### src/hdl/cccd_pkg.sv
// Shared types, codes and the byte-wide CRC-32 step for the chunk deframer.
`timescale 1ns / 1ps

package cccd_pkg;

    localparam int unsigned CfgIdxW = 4;
    localparam int unsigned CfgDataW = 16;

    localparam logic [CfgIdxW-1:0] REG_MAGIC_FIRST = 4'd0;
    localparam logic [CfgIdxW-1:0] REG_MAGIC_SECOND = 4'd1;
    localparam logic [CfgIdxW-1:0] REG_MAX_PAYLOAD_LEN = 4'd2;
    localparam logic [CfgIdxW-1:0] REG_ACK_INTERVAL = 4'd3;

    localparam logic [2:0] KIND_PAYLOAD = 3'd0;
    localparam logic [2:0] KIND_GOOD = 3'd1;
    localparam logic [2:0] KIND_BAD_LEN = 3'd2;
    localparam logic [2:0] KIND_CRC_BAD = 3'd3;
    localparam logic [2:0] KIND_ARMED = 3'd4;

    localparam logic MODE_BYTE = 1'b0;
    localparam logic MODE_BEGIN = 1'b1;

    localparam logic [16:0] HDR_BYTES = 17'd4;
    localparam logic [16:0] CRC_BYTES = 17'd4;
    localparam logic [31:0] CRC_POLY = 32'hEDB8_8320;
    localparam logic [31:0] CRC_INIT = 32'hFFFF_FFFF;

    typedef struct packed {
        logic        mode;
        logic [7:0]  rx_byte;
        logic [31:0] image_size;
    } in_item_t;

    typedef struct packed {
        logic [2:0]  kind;
        logic [7:0]  payload_byte;
        logic        ack_due;
        logic        image_complete;
        logic [31:0] bytes_done;
    } out_item_t;

    typedef struct packed {
        logic [7:0]  magic_first;
        logic [7:0]  magic_second;
        logic [15:0] max_payload_len;
        logic [7:0]  ack_interval;
    } cfg_t;

    typedef struct packed {
        logic armed;
        logic hunting;
    } status_t;

    // Reflected CRC-32, one byte folded in; flattens to an XOR network.
    function automatic logic [31:0] crc32_byte(input logic [31:0] crc_in,
                                               input logic [7:0] data);
        logic [31:0] c;
        c = crc_in ^ {24'd0, data};
        for (int i = 0; i < 8; i++)
        begin
            c = c[0] ? ((c >> 1) ^ CRC_POLY) : (c >> 1);
        end
        return c;
    endfunction

endpackage

### src/hdl/crc_checked_chunk_deframer_top.sv
// Top level of the magic/length/payload/CRC-32 chunk deframer.
//
//  channel  | direction | handshake               | payload
//  ---------+-----------+-------------------------+-----------------------------
//  item     | in        | item_valid / item_stall | item_data   (in_item_t)
//  result   | out       | result_valid / _stall   | result_data (out_item_t)
//  cfg      | in        | cfg_valid / cfg_ready   | cfg_index, cfg_data
//
// One item per cycle is taken while item_stall is low; each result is registered.
// The byte-wide CRC-32 step and the 33-bit written-count add set the cycle path.
// Up to two results are held (result register plus skid); item_stall is raised
// only while the skid entry is occupied. Reset clears state and counters and loads
// config defaults. Config writes are always ready and take effect at the next edge.
`timescale 1ns / 1ps

module crc_checked_chunk_deframer_top (
    input  logic                          clk,
    input  logic                          rst_n,
    input  logic                          item_valid,
    output logic                          item_stall,
    input  cccd_pkg::in_item_t            item_data,
    output logic                          result_valid,
    input  logic                          result_stall,
    output cccd_pkg::out_item_t           result_data,
    input  logic                          cfg_valid,
    output logic                          cfg_ready,
    input  logic [cccd_pkg::CfgIdxW-1:0]  cfg_index,
    input  logic [cccd_pkg::CfgDataW-1:0] cfg_data
);
    import cccd_pkg::*;

    cfg_t      cfg;
    status_t   status;
    logic      step;
    logic      res_valid;
    out_item_t res;
    logic      buf_full;

    assign cfg_ready = 1'b1;
    assign item_stall = buf_full;
    assign step = item_valid && !buf_full;

    cccd_cfg u_cfg (
        .clk       (clk),
        .rst_n     (rst_n),
        .cfg_valid (cfg_valid),
        .cfg_index (cfg_index),
        .cfg_data  (cfg_data),
        .cfg       (cfg)
    );

    cccd_parser u_parser (
        .clk       (clk),
        .rst_n     (rst_n),
        .step      (step),
        .item      (item_data),
        .cfg       (cfg),
        .res_valid (res_valid),
        .res       (res),
        .status    (status)
    );

    cccd_outbuf u_outbuf (
        .clk       (clk),
        .rst_n     (rst_n),
        .push      (res_valid),
        .push_data (res),
        .full      (buf_full),
        .out_valid (result_valid),
        .out_stall (result_stall),
        .out_data  (result_data)
    );

    // Skid entry is only ever filled behind a held result.
    a_skid_behind_result: assert property (@(posedge clk) disable iff (!rst_n)
        buf_full |-> result_valid)
        else $error("skid entry occupied with no result pending");

    // Disarmed parser always waits for a first magic byte.
    a_disarmed_hunting: assert property (@(posedge clk) disable iff (!rst_n)
        !status.armed |-> status.hunting)
        else $error("parser position not cleared while disarmed");

    // A begin transaction leaves the parser armed and hunting for a first magic byte.
    a_begin_clears: assert property (@(posedge clk) disable iff (!rst_n)
        (step && item_data.mode == MODE_BEGIN) |=> !status.hunting == 1'b0 && status.armed)
        else $error("begin did not arm and reset the parser");

    // Only a good frame may flag an ack or completion.
    a_flags_on_good: assert property (@(posedge clk) disable iff (!rst_n)
        (result_valid && result_data.kind != KIND_GOOD)
            |-> (!result_data.ack_due && !result_data.image_complete))
        else $error("ack or complete flag on a non-frame result");

endmodule

### src/hdl/cccd_cfg.sv
// Configuration register file of the chunk deframer.
`timescale 1ns / 1ps

module cccd_cfg (
    input  logic                          clk,
    input  logic                          rst_n,
    input  logic                          cfg_valid,
    input  logic [cccd_pkg::CfgIdxW-1:0]  cfg_index,
    input  logic [cccd_pkg::CfgDataW-1:0] cfg_data,
    output cccd_pkg::cfg_t                cfg
);
    import cccd_pkg::*;

    cfg_t cfg_reg;
    cfg_t cfg_next;

    always_comb
    begin
        cfg_next = cfg_reg;
        if (cfg_valid)
        begin
            case (cfg_index)
                REG_MAGIC_FIRST:     cfg_next.magic_first = cfg_data[7:0];
                REG_MAGIC_SECOND:    cfg_next.magic_second = cfg_data[7:0];
                REG_MAX_PAYLOAD_LEN: cfg_next.max_payload_len = cfg_data;
                REG_ACK_INTERVAL:    cfg_next.ack_interval = cfg_data[7:0];
                default:             cfg_next = cfg_reg;
            endcase
        end
    end

    always_ff @(posedge clk or negedge rst_n)
    begin
        if (!rst_n)
        begin
            cfg_reg.magic_first <= 8'd0;
            cfg_reg.magic_second <= 8'd0;
            cfg_reg.max_payload_len <= 16'd1024;
            cfg_reg.ack_interval <= 8'd8;
        end
        else
        begin
            cfg_reg <= cfg_next;
        end
    end

    assign cfg = cfg_reg;

endmodule

### src/hdl/cccd_parser.sv
// Frame parser, CRC accumulator and write counters; one byte per transaction.
`timescale 1ns / 1ps

module cccd_parser (
    input  logic                clk,
    input  logic                rst_n,
    input  logic                step,
    input  cccd_pkg::in_item_t  item,
    input  cccd_pkg::cfg_t      cfg,
    output logic                res_valid,
    output cccd_pkg::out_item_t res,
    output cccd_pkg::status_t   status
);
    import cccd_pkg::*;

    logic        armed_reg, armed_next;
    logic [16:0] pos_reg, pos_next;
    logic [15:0] len_reg, len_next;
    logic [31:0] crc_reg, crc_next;
    logic [31:0] rcv_reg, rcv_next;
    logic [31:0] written_reg, written_next;
    logic [7:0]  since_ack_reg, since_ack_next;
    logic [31:0] target_reg, target_next;

    logic [7:0]  b;
    logic [15:0] len_full;
    logic [16:0] payload_end;
    logic [16:0] pos_inc;
    logic [31:0] rcv_shift;
    logic [32:0] sum;
    logic [31:0] written_sat;
    logic [7:0]  since_inc;
    logic        complete;

    assign b = item.rx_byte;
    assign len_full = {len_reg[15:8], b};
    assign payload_end = HDR_BYTES + {1'b0, len_reg};
    assign pos_inc = pos_reg + 17'd1;
    assign rcv_shift = {rcv_reg[23:0], b};
    assign sum = {1'b0, written_reg} + {17'd0, len_reg};
    assign written_sat = sum[32] ? 32'hFFFF_FFFF : sum[31:0];
    assign since_inc = since_ack_reg + 8'd1;
    assign complete = written_sat >= target_reg;

    always_comb
    begin
        armed_next = armed_reg;
        pos_next = pos_reg;
        len_next = len_reg;
        crc_next = crc_reg;
        rcv_next = rcv_reg;
        written_next = written_reg;
        since_ack_next = since_ack_reg;
        target_next = target_reg;
        res_valid = 1'b0;
        res.kind = KIND_PAYLOAD;
        res.payload_byte = 8'd0;
        res.ack_due = 1'b0;
        res.image_complete = 1'b0;

        if (step)
        begin
            if (item.mode == MODE_BEGIN)
            begin
                armed_next = 1'b1;
                pos_next = 17'd0;
                len_next = 16'd0;
                crc_next = CRC_INIT;
                rcv_next = 32'd0;
                written_next = 32'd0;
                since_ack_next = 8'd0;
                target_next = item.image_size;
                res_valid = 1'b1;
                res.kind = KIND_ARMED;
            end
            else if (armed_reg)
            begin
                if (pos_reg == 17'd0)
                begin
                    if (b == cfg.magic_first)
                        pos_next = 17'd1;
                end
                else if (pos_reg == 17'd1)
                begin
                    // Resync: a repeated first magic byte may start a new frame.
                    if (b == cfg.magic_second)
                        pos_next = 17'd2;
                    else if (b == cfg.magic_first)
                        pos_next = 17'd1;
                    else
                        pos_next = 17'd0;
                end
                else if (pos_reg == 17'd2)
                begin
                    len_next = {b, 8'd0};
                    pos_next = 17'd3;
                end
                else if (pos_reg == 17'd3)
                begin
                    len_next = len_full;
                    if (len_full == 16'd0 || len_full > cfg.max_payload_len)
                    begin
                        armed_next = 1'b0;
                        pos_next = 17'd0;
                        res_valid = 1'b1;
                        res.kind = KIND_BAD_LEN;
                    end
                    else
                    begin
                        crc_next = CRC_INIT;
                        rcv_next = 32'd0;
                        pos_next = HDR_BYTES;
                    end
                end
                else if (pos_reg < payload_end)
                begin
                    crc_next = crc32_byte(crc_reg, b);
                    pos_next = pos_inc;
                    res_valid = 1'b1;
                    res.kind = KIND_PAYLOAD;
                    res.payload_byte = b;
                end
                else
                begin
                    rcv_next = rcv_shift;
                    pos_next = pos_inc;
                    if (pos_inc == payload_end + CRC_BYTES)
                    begin
                        pos_next = 17'd0;
                        res_valid = 1'b1;
                        if (rcv_shift != ~crc_reg)
                        begin
                            armed_next = 1'b0;
                            res.kind = KIND_CRC_BAD;
                        end
                        else
                        begin
                            written_next = written_sat;
                            since_ack_next = since_inc;
                            res.kind = KIND_GOOD;
                            res.image_complete = complete;
                            if (complete || since_inc >= cfg.ack_interval)
                            begin
                                res.ack_due = 1'b1;
                                since_ack_next = 8'd0;
                            end
                            if (complete)
                                armed_next = 1'b0;
                        end
                    end
                end
            end
        end
        res.bytes_done = written_next;
    end

    always_ff @(posedge clk or negedge rst_n)
    begin
        if (!rst_n)
        begin
            armed_reg <= 1'b0;
            pos_reg <= 17'd0;
            len_reg <= 16'd0;
            crc_reg <= CRC_INIT;
            rcv_reg <= 32'd0;
            written_reg <= 32'd0;
            since_ack_reg <= 8'd0;
            target_reg <= 32'd0;
        end
        else
        begin
            armed_reg <= armed_next;
            pos_reg <= pos_next;
            len_reg <= len_next;
            crc_reg <= crc_next;
            rcv_reg <= rcv_next;
            written_reg <= written_next;
            since_ack_reg <= since_ack_next;
            target_reg <= target_next;
        end
    end

    assign status.armed = armed_reg;
    assign status.hunting = (pos_reg == 17'd0);

endmodule

### src/hdl/cccd_outbuf.sv
// Result register with one skid entry, so a waiting result does not block input.
`timescale 1ns / 1ps

module cccd_outbuf (
    input  logic                clk,
    input  logic                rst_n,
    input  logic                push,
    input  cccd_pkg::out_item_t push_data,
    output logic                full,
    output logic                out_valid,
    input  logic                out_stall,
    output cccd_pkg::out_item_t out_data
);
    import cccd_pkg::*;

    logic      out_valid_reg, out_valid_next;
    logic      skid_valid_reg, skid_valid_next;
    out_item_t out_data_reg, out_data_next;
    out_item_t skid_data_reg, skid_data_next;
    logic      take;

    assign take = out_valid_reg && !out_stall;

    always_comb
    begin
        out_valid_next = out_valid_reg;
        skid_valid_next = skid_valid_reg;
        out_data_next = out_data_reg;
        skid_data_next = skid_data_reg;
        if (skid_valid_reg)
        begin
            // Input is held off; drain skid into the result register.
            if (take)
            begin
                out_data_next = skid_data_reg;
                skid_valid_next = 1'b0;
            end
        end
        else if (push)
        begin
            if (out_valid_reg && !take)
            begin
                skid_data_next = push_data;
                skid_valid_next = 1'b1;
            end
            else
            begin
                out_data_next = push_data;
                out_valid_next = 1'b1;
            end
        end
        else if (take)
        begin
            out_valid_next = 1'b0;
        end
    end

    always_ff @(posedge clk or negedge rst_n)
    begin
        if (!rst_n)
        begin
            out_valid_reg <= 1'b0;
            skid_valid_reg <= 1'b0;
        end
        else
        begin
            out_valid_reg <= out_valid_next;
            skid_valid_reg <= skid_valid_next;
        end
    end

    always_ff @(posedge clk)
    begin
        out_data_reg <= out_data_next;
        skid_data_reg <= skid_data_next;
    end

    assign full = skid_valid_reg;
    assign out_valid = out_valid_reg;
    assign out_data = out_data_reg;

endmodule

### config.mk
export PLATFORM = sky130hd
export DESIGN_NAME = crc_checked_chunk_deframer_top
export DESIGN_NICKNAME = d
export VERILOG_FILES = /design/src/hdl/cccd_pkg.sv /design/src/hdl/crc_checked_chunk_deframer_top.sv /design/src/hdl/cccd_cfg.sv /design/src/hdl/cccd_parser.sv /design/src/hdl/cccd_outbuf.sv
export SDC_FILE = /design/constraint.sdc
export NUM_CORES = 1
export LEC_CHECK = 0
export ABC_AREA = 0
export ABC_CLOCK_PERIOD_IN_PS = 7800
export BUFFER_PORTS_ARGS = -buffer_cell sky130_fd_sc_hd__buf_4
export CAP_MARGIN = 15
export CELL_PAD_IN_SITES_DETAIL_PLACEMENT = 0
export CELL_PAD_IN_SITES_GLOBAL_PLACEMENT = 1
export CORE_ASPECT_RATIO = 1.2
export CORE_MARGIN = 5
export CORE_UTILIZATION = 45
export DETAILED_ROUTE_END_ITERATION = 6
export HOLD_SLACK_MARGIN = 0.15
export PLACE_DENSITY = 0.82
export SLEW_MARGIN = 15
export SYNTH_ARGS = -nofsm -noshare
export SYNTH_HDL_FRONTEND = slang
export SYNTH_SLANG_ARGS = --single-unit
### constraint.sdc
create_clock -name clk -period 7.8 [get_ports clk]
set_input_delay 0.39 -clock clk [delete_from_list [all_inputs] [get_ports clk]]
set_output_delay 0.39 -clock clk [all_outputs]
set_load 0.01 [all_outputs]
== After elaboration in Yosys (flattened, before gate mapping) ==
Index checks and enable logic that the tools add are counted.

* Add/sub/neg operators: 5
* $lt $le $gt $ge: 4
* Equal/unequal tests: 22
* Muxes and demuxes: 113
* Bitwise gates (word level): 11
* Reduce and logical (&&, ||, !) cells: 32

{| class="wikitable"
|+ Operators with widths
! cell !! count
|-
| 32-bit two-way mux || 27
|-
| 24-bit two-way mux || 8
|-
| 45-bit two-way mux || 4
|-
| 17-bit two-way mux || 10
|-
| 13-bit inverter with 14-bit output || 8
|-
| 8-bit two-way mux || 12
|-
| 16-bit two-way mux || 5
|-
| 13-bit two-way mux || 5
|-
| 17-bit by 2-bit equality test with 1-bit output, second input constant || 2
|-
| 32-bit by 16-bit adder with 33-bit output || 1
|-
| 32-bit greater-or-equal comparator || 1
|-
| 32-bit != test || 1
|-
| 32-bit inverter || 1
|-
| 32-bit by 8-bit XOR with 32-bit output || 1
|-
| 1-bit two-way mux || 30
|-
| 10-bit two-way mux || 2
|-
| 17-bit by 1-bit adder with 17-bit output, second input constant || 1
|-
| 17-bit by 3-bit adder with 17-bit output, second input constant || 1
|-
| 3-bit by 16-bit adder with 17-bit output, first input constant || 1
|-
| 17-bit by 1-bit equality test with 1-bit output, second input constant || 1
|-
| 17-bit equality test || 1
|-
| 17-bit zero test || 1
|-
| 17-bit less-than comparator || 1
|-
| 8-bit equality test || 2
|-
| 24 further kinds || 60
|}

* Register bits: 294
* Input port bits: 66
* Output and inout bits: 48
* Logic and storage cells: 212

== Logic depth before layout (Yosys ltp) ==
* Word-level depth: 24
* Gate-level depth with buffers: 22
* Mapped depth without buffers: 21

== Modules after synthesis ==
Synthesis repeated with hierarchy kept, for this count alone.

* Cells, all modules: 1611
* Area total of the unflattened synthesis: 17306.6 sq um

{| class="wikitable"
|+ Modules (own cells, without submodules)
! module !! times used !! cells an instance !! area each (sq um)
|-
| cccd_parser || 1 || 1367 || 12331.8
|-
| cccd_outbuf || 1 || 152 || 3378.2
|-
| cccd_cfg || 1 || 89 || 1571.5
|-
| crc_checked_chunk_deframer_top || 1 || 3 || 25.0
|}

== Worst setup path after synthesis ==
OpenSTA, ideal clock, no wires.

* Kind: register to register
* From: register u_parser.len_reg[3]
* To: register u_outbuf.out_data_reg, in the netlist u_outbuf.out_data[0], enable pin
* Setup time: 0.517 ns
* Data arrival time: 6.419 ns
* Data required time: 7.283 ns
* Setup slack: 0.864 ns
* Cell stages (with the launch flop): 14
* Cell sequence: dfrtp_1 -> ha_1 -> buf_4 -> or2_2 -> o32a_1 -> a222oi_1 -> nor3b_1 -> xnor2_1 -> o21ai_1 -> nor3_2 -> buf_4 -> a21boi_0 -> o31a_1 -> a21boi_0

* Word-level cells in the longest chain between the ends: 14
* Elaborated cells on any way between the ends: 15
* Classes of those cells: add/sub (2); order compare (1); eq/ne (1); mux (9); reduce/logical (2)

{| class="wikitable"
|+ RTL lines
! what !! line !! source
|-
| start: declaration || cccd_parser.sv:18 || <nowiki>logic [15:0] len_reg, len_next;</nowiki>
|-
| start signal: assignment || cccd_parser.sv:174 || <nowiki>len_reg <= len_next;</nowiki>
|-
| 3-bit by 16-bit adder with 17-bit output (*) || cccd_parser.sv:37 || <nowiki>assign payload_end = HDR_BYTES + {1'b0, len_reg};</nowiki>
|-
| 17-bit by 3-bit adder with 17-bit output || cccd_parser.sv:127 || <nowiki>if (pos_inc == payload_end + CRC_BYTES)</nowiki>
|-
| 17-bit equality test || cccd_parser.sv:127 ||
|-
| 1-bit two-way mux || cccd_parser.sv:127 ||
|-
| 1-bit two-way mux (*) || cccd_parser.sv:115 || <nowiki>else if (pos_reg < payload_end)</nowiki>
|-
| 1-bit two-way mux (*) || cccd_parser.sv:98 || <nowiki>else if (pos_reg == 17'd3)</nowiki>
|-
| 1-bit two-way mux (*) || cccd_parser.sv:93 || <nowiki>else if (pos_reg == 17'd2)</nowiki>
|-
| 1-bit two-way mux (*) || cccd_parser.sv:83 || <nowiki>else if (pos_reg == 17'd1)</nowiki>
|-
| 1-bit two-way mux (*) || cccd_parser.sv:78 || <nowiki>if (pos_reg == 17'd0)</nowiki>
|-
| 1-bit two-way mux (*) || cccd_parser.sv:76 || <nowiki>else if (armed_reg)</nowiki>
|-
| 1-bit two-way mux (*) || cccd_parser.sv:63 || <nowiki>if (item.mode == MODE_BEGIN)</nowiki>
|-
| 1-bit two-way mux (*) || cccd_parser.sv:61 || <nowiki>if (step)</nowiki>
|-
| 2-bit nonzero test (no source line) (*) || - ||
|-
| 3-bit AND reduction (no source line) (*) || - ||
|-
| end signal: assignment || cccd_outbuf.sv:74 || <nowiki>out_data_reg <= out_data_next;</nowiki>
|-
| end: declaration || cccd_outbuf.sv:18 || <nowiki>out_item_t out_data_reg, out_data_next;</nowiki>
|}

Every way passes the cells marked *; elsewhere a longest branch is shown, timed or not.
A chain may end at the register's enable or synchronous reset.

==> results by group <==
Power
  • Leak Pwr: 9.11 nW
  • Peak supply drop: 335 uV
  • Power per cell area: 318 mW/mm^2

Setup path
  • CP startpoint kind: flip-flop
  • Crit path arrival time: 6.73 ns
  • Critical path endpoint category: flip-flop
  • Worst path cell trace: ha_1 > o21a_1 > o21ai_0 > o31ai_1 > a21oi_1 > or3_1 > nand2_1 > mux2_2 > ha_1 > a21o_1 > a21o_1 > a21oi_1 > o21ai_0 > a221o_1 > a21oi_1 > nand2_1 > nor3_1 > nor2_1 > a21o_1
  • Crit path max fanout: 29
  • R2r startpoint: u_parser.len_reg[5]
  • CP bufs+invs: 0
  • Crit Path Class: reg -> reg
  • Critical Path RT: 8.13 ns
  • Slowest stage delay, CP: 0.86 ns
  • Crit-path leading delay family: compound AO/OA/AOI/OAI gates
  • CP max-delay cell: or3_1
  • Crit path launch: u_parser.len_reg[5]

Timing
  • Final worst-path cycle share: 82.0%
  • Slew Limit Fails: 0
  • Fmax: 156 MHz
  • RSZ-0062 raised after global routing: no
  • Slew at the pin closest to its max-slew limit: 1.11 ns
  • Final setup viols: 0
  • Crit path time final: 6.39 ns
  • Hold Violations, Final: 0
  • Fin worst setup slack: 1.41 ns
  • Post-route setup TNS: 0 ns
  • Max_slew headroom: 25.6%
  • Max Clock Skew: 0.00647 ns

Layout
  • Layout area overhead: 16.1%
  • Layout cells sized above 1: 16.1%
  • Most frequent cells in the layout: dfrtp_1, nand2_1, buf_4, xnor2_1, ha_1
  • Commonest non-fill, non-tap cell in the layout: dfrtp_1
  • Final Instance Area: 0.0202 sq mm
  • N_diodes: 0
  • Post-route non-filler standard cell count: 2310
  • Final net count: 1965

Logic synthesis
  • Cells after Synth: 1665
  • #FFs+latches synth: 294
  • Register area share after synthesis: 45.1%
  • Syn_nets: 1831
  • Number of flops mapped to enable cells by yosys: 90
  • Largest area contributor in the netlist: dfrtp_1
  • Library cells used by synthesis: 86
  • Post-synthesis cell area: 0.0174 sq mm
  • Syn Area/Cell: 10.5 sq um
  • Top cell type's share of synthesized area: 24.4%
  • Prevailing post-synth register cell: dfrtp_1
  • Synth area leaders: dfrtp_1, edfxtp_1, ha_1
  • Synth warn: 0
  • Async S/R FF share, synth: 69.4%

Die
  • Die Wd: 190 um
  • Die ar.: 0.0427 sq mm
  • Vert. Die Dim: 225 um
  • Initial Utilization: 45.1%
  • Core ar.: 0.0385 sq mm
  • IO Count: 114
  • FP Rows: 79

Detailed routing
  • Via density: 5.78
  • Initial DRT Pass Iterations: 5
  • Initial DRC count: 954
  • WL final: 47000 um
  • Wirelength per Cell: 20.4 um
  • Via count: 13300
  • Final ANT Viol Nets: 0
  • DRC viols: 0

Placed design
  • Port buffer count: 112
  • Dpl hpwl: 33900 um
  • Placer Congestion: 0.884
  • DP Cell Count: 2202
  • Pre-CTS WS: 1.44 ns
  • Area post-placement: 0.0187 sq mm

Clock tree
  • CTS HTree Levels: 1
  • CTS tree: done
  • CTS root buffer: clkbuf_16
  • Clock Pin Slew Worst Setup and Hold Paths: 0.06 ns
  • Clock Tree Buf Depth: 3
  • CTS Buf Count: 31
  • Resized Gates After CTS: 0
  • # clock sinks: 294
  • Skew-Pair Late Insertion Delay: 0.58 ns

GRT
  • Total gr overflow: 0
  • First-pass GRT wire length: 75300 um
  • Largest net degree at the start of global routing: 86
  • GRT Total Usage: 21.8%
  • Initial antenna violation count: 0
  • Vias in the first global route: 13700

Outcome
  • Status: finished, final reports clean

Min path
  • Worst hold start: item_data[34]
  • Hold Path Class: in -> reg

Flow run
  • Max-cap viol count: 0
area by class of cell:
type                            instances  area (sq um)
Timing Repair Buffer                  182          1500
Clock buffer                           46           923
Sequential cell                       294          7850
Multi-Input combinational cell       1197          8890
Tap cell                              486           608
Fill cell                            3403         18300
Clock inverter                         12          86.3
Inverter                               93           349
worst reg2reg max path: cells and delay by family, from the launching register on:
family / cells / cell delay [ns]
AO/OA/AOI/OAI: 11 / 2.48
adder cells (fa/ha/maj): 2 / 0.66
flip-flops: 1 / 0.66
multiplexers: 1 / 0.32
AND/OR/NAND/NOR: 5 / 2.03
through the flow:
stage	hold slack, ns	util, %	total power [mW]
after floorplan	0.0944	-	4.17
after global placement	0.471	48.5	4.90
after detailed placement	0.490	48.5	4.96
after CTS	0.164	52.4	6.47
after global routing	0.180	52.4	6.83
final	0.201	52.4	6.42
power by group:
group | internal (mW) | total, mW | leakage, nW | switching, mW
Sequential | 2.05 | 2.30 | 3.45 | 0.260
Clock | 0.847 | 1.46 | 0.500 | 0.613
Combinational | 1.16 | 2.65 | 5.16 | 1.49
cell usage after synthesis, types with 6 or more instances:
cell and instances:
or3_1 8, clkbuf_1 52, nor3b_1 10, a221o_1 26, ha_1 99, edfxtp_1 90
o21a_1 11, and3_1 22, buf_1 6, mux2_2 53, nor2b_1 14, o21ai_0 98
o22ai_1 9, inv_1 92, o31ai_1 8, and4_1 15, a22oi_1 6, nand2b_1 13
nor3_1 20, nand2_1 147, xnor2_1 107, a21o_1 74, a2bb2oi_1 12, xor2_1 68
nand4_1 32, o211ai_1 6, and2_1 18, buf_2 14, a22o_1 35, mux2i_1 11
nor4_1 27, a31oi_1 8, nand3_1 59, a41oi_1 6, dfstp_2 34, nor2_1 30
a21oi_1 62, buf_4 6, dfrtp_1 170
worst paths after layout:
check                                     endpoint  slack (ns)  cells past startpoint
max reg2reg                  u_outbuf.out_data[33]        1.41                     19
max                          u_outbuf.out_data[33]        1.41                     19
min                           u_parser.len_reg[10]        0.20                      2
min in group asynchronous  u_parser.target_reg[26]        0.42                      2
min reg2reg                 u_parser.target_reg[0]        0.50                      2
max in group asynchronous            u_outbuf.full        5.96                      3
kinds of logic after synthesis:
kind of cell	synth area share (%)
AOI/OAI and AO/OA	16.2
xor gates and xnor gates	9.29
adders and majority gates	7.23
buffers and inverters	4.08
DFF	45.1
muxes	4.06
other	0.0215
and+or+nand+nor	14.0
per-layer routing:
| layer | up-vias | global-route usage, % | part of all wire, % |
|---|---|---|---|
| met3 | 90 | 2.74 | 4.6 |
| met2 | 393 | 39.1 | 50 |
| met4 | 0 | 7.52 | 3.4 |
| li1 | 6337 | - | - |
| met5 | - | 0 | 0 |
| met1 | 6523 | 27.3 | 42 |
what timing repair did:
| action | 4_1_cts | 5_1_grt |
|---|---|---|
| hold buffers | 50 | 0 |
| buffers inserted | 0 | 0 |
| endpoints found under the hold margin | 157 | 0 |
Power figures use the tool's default switching activity.
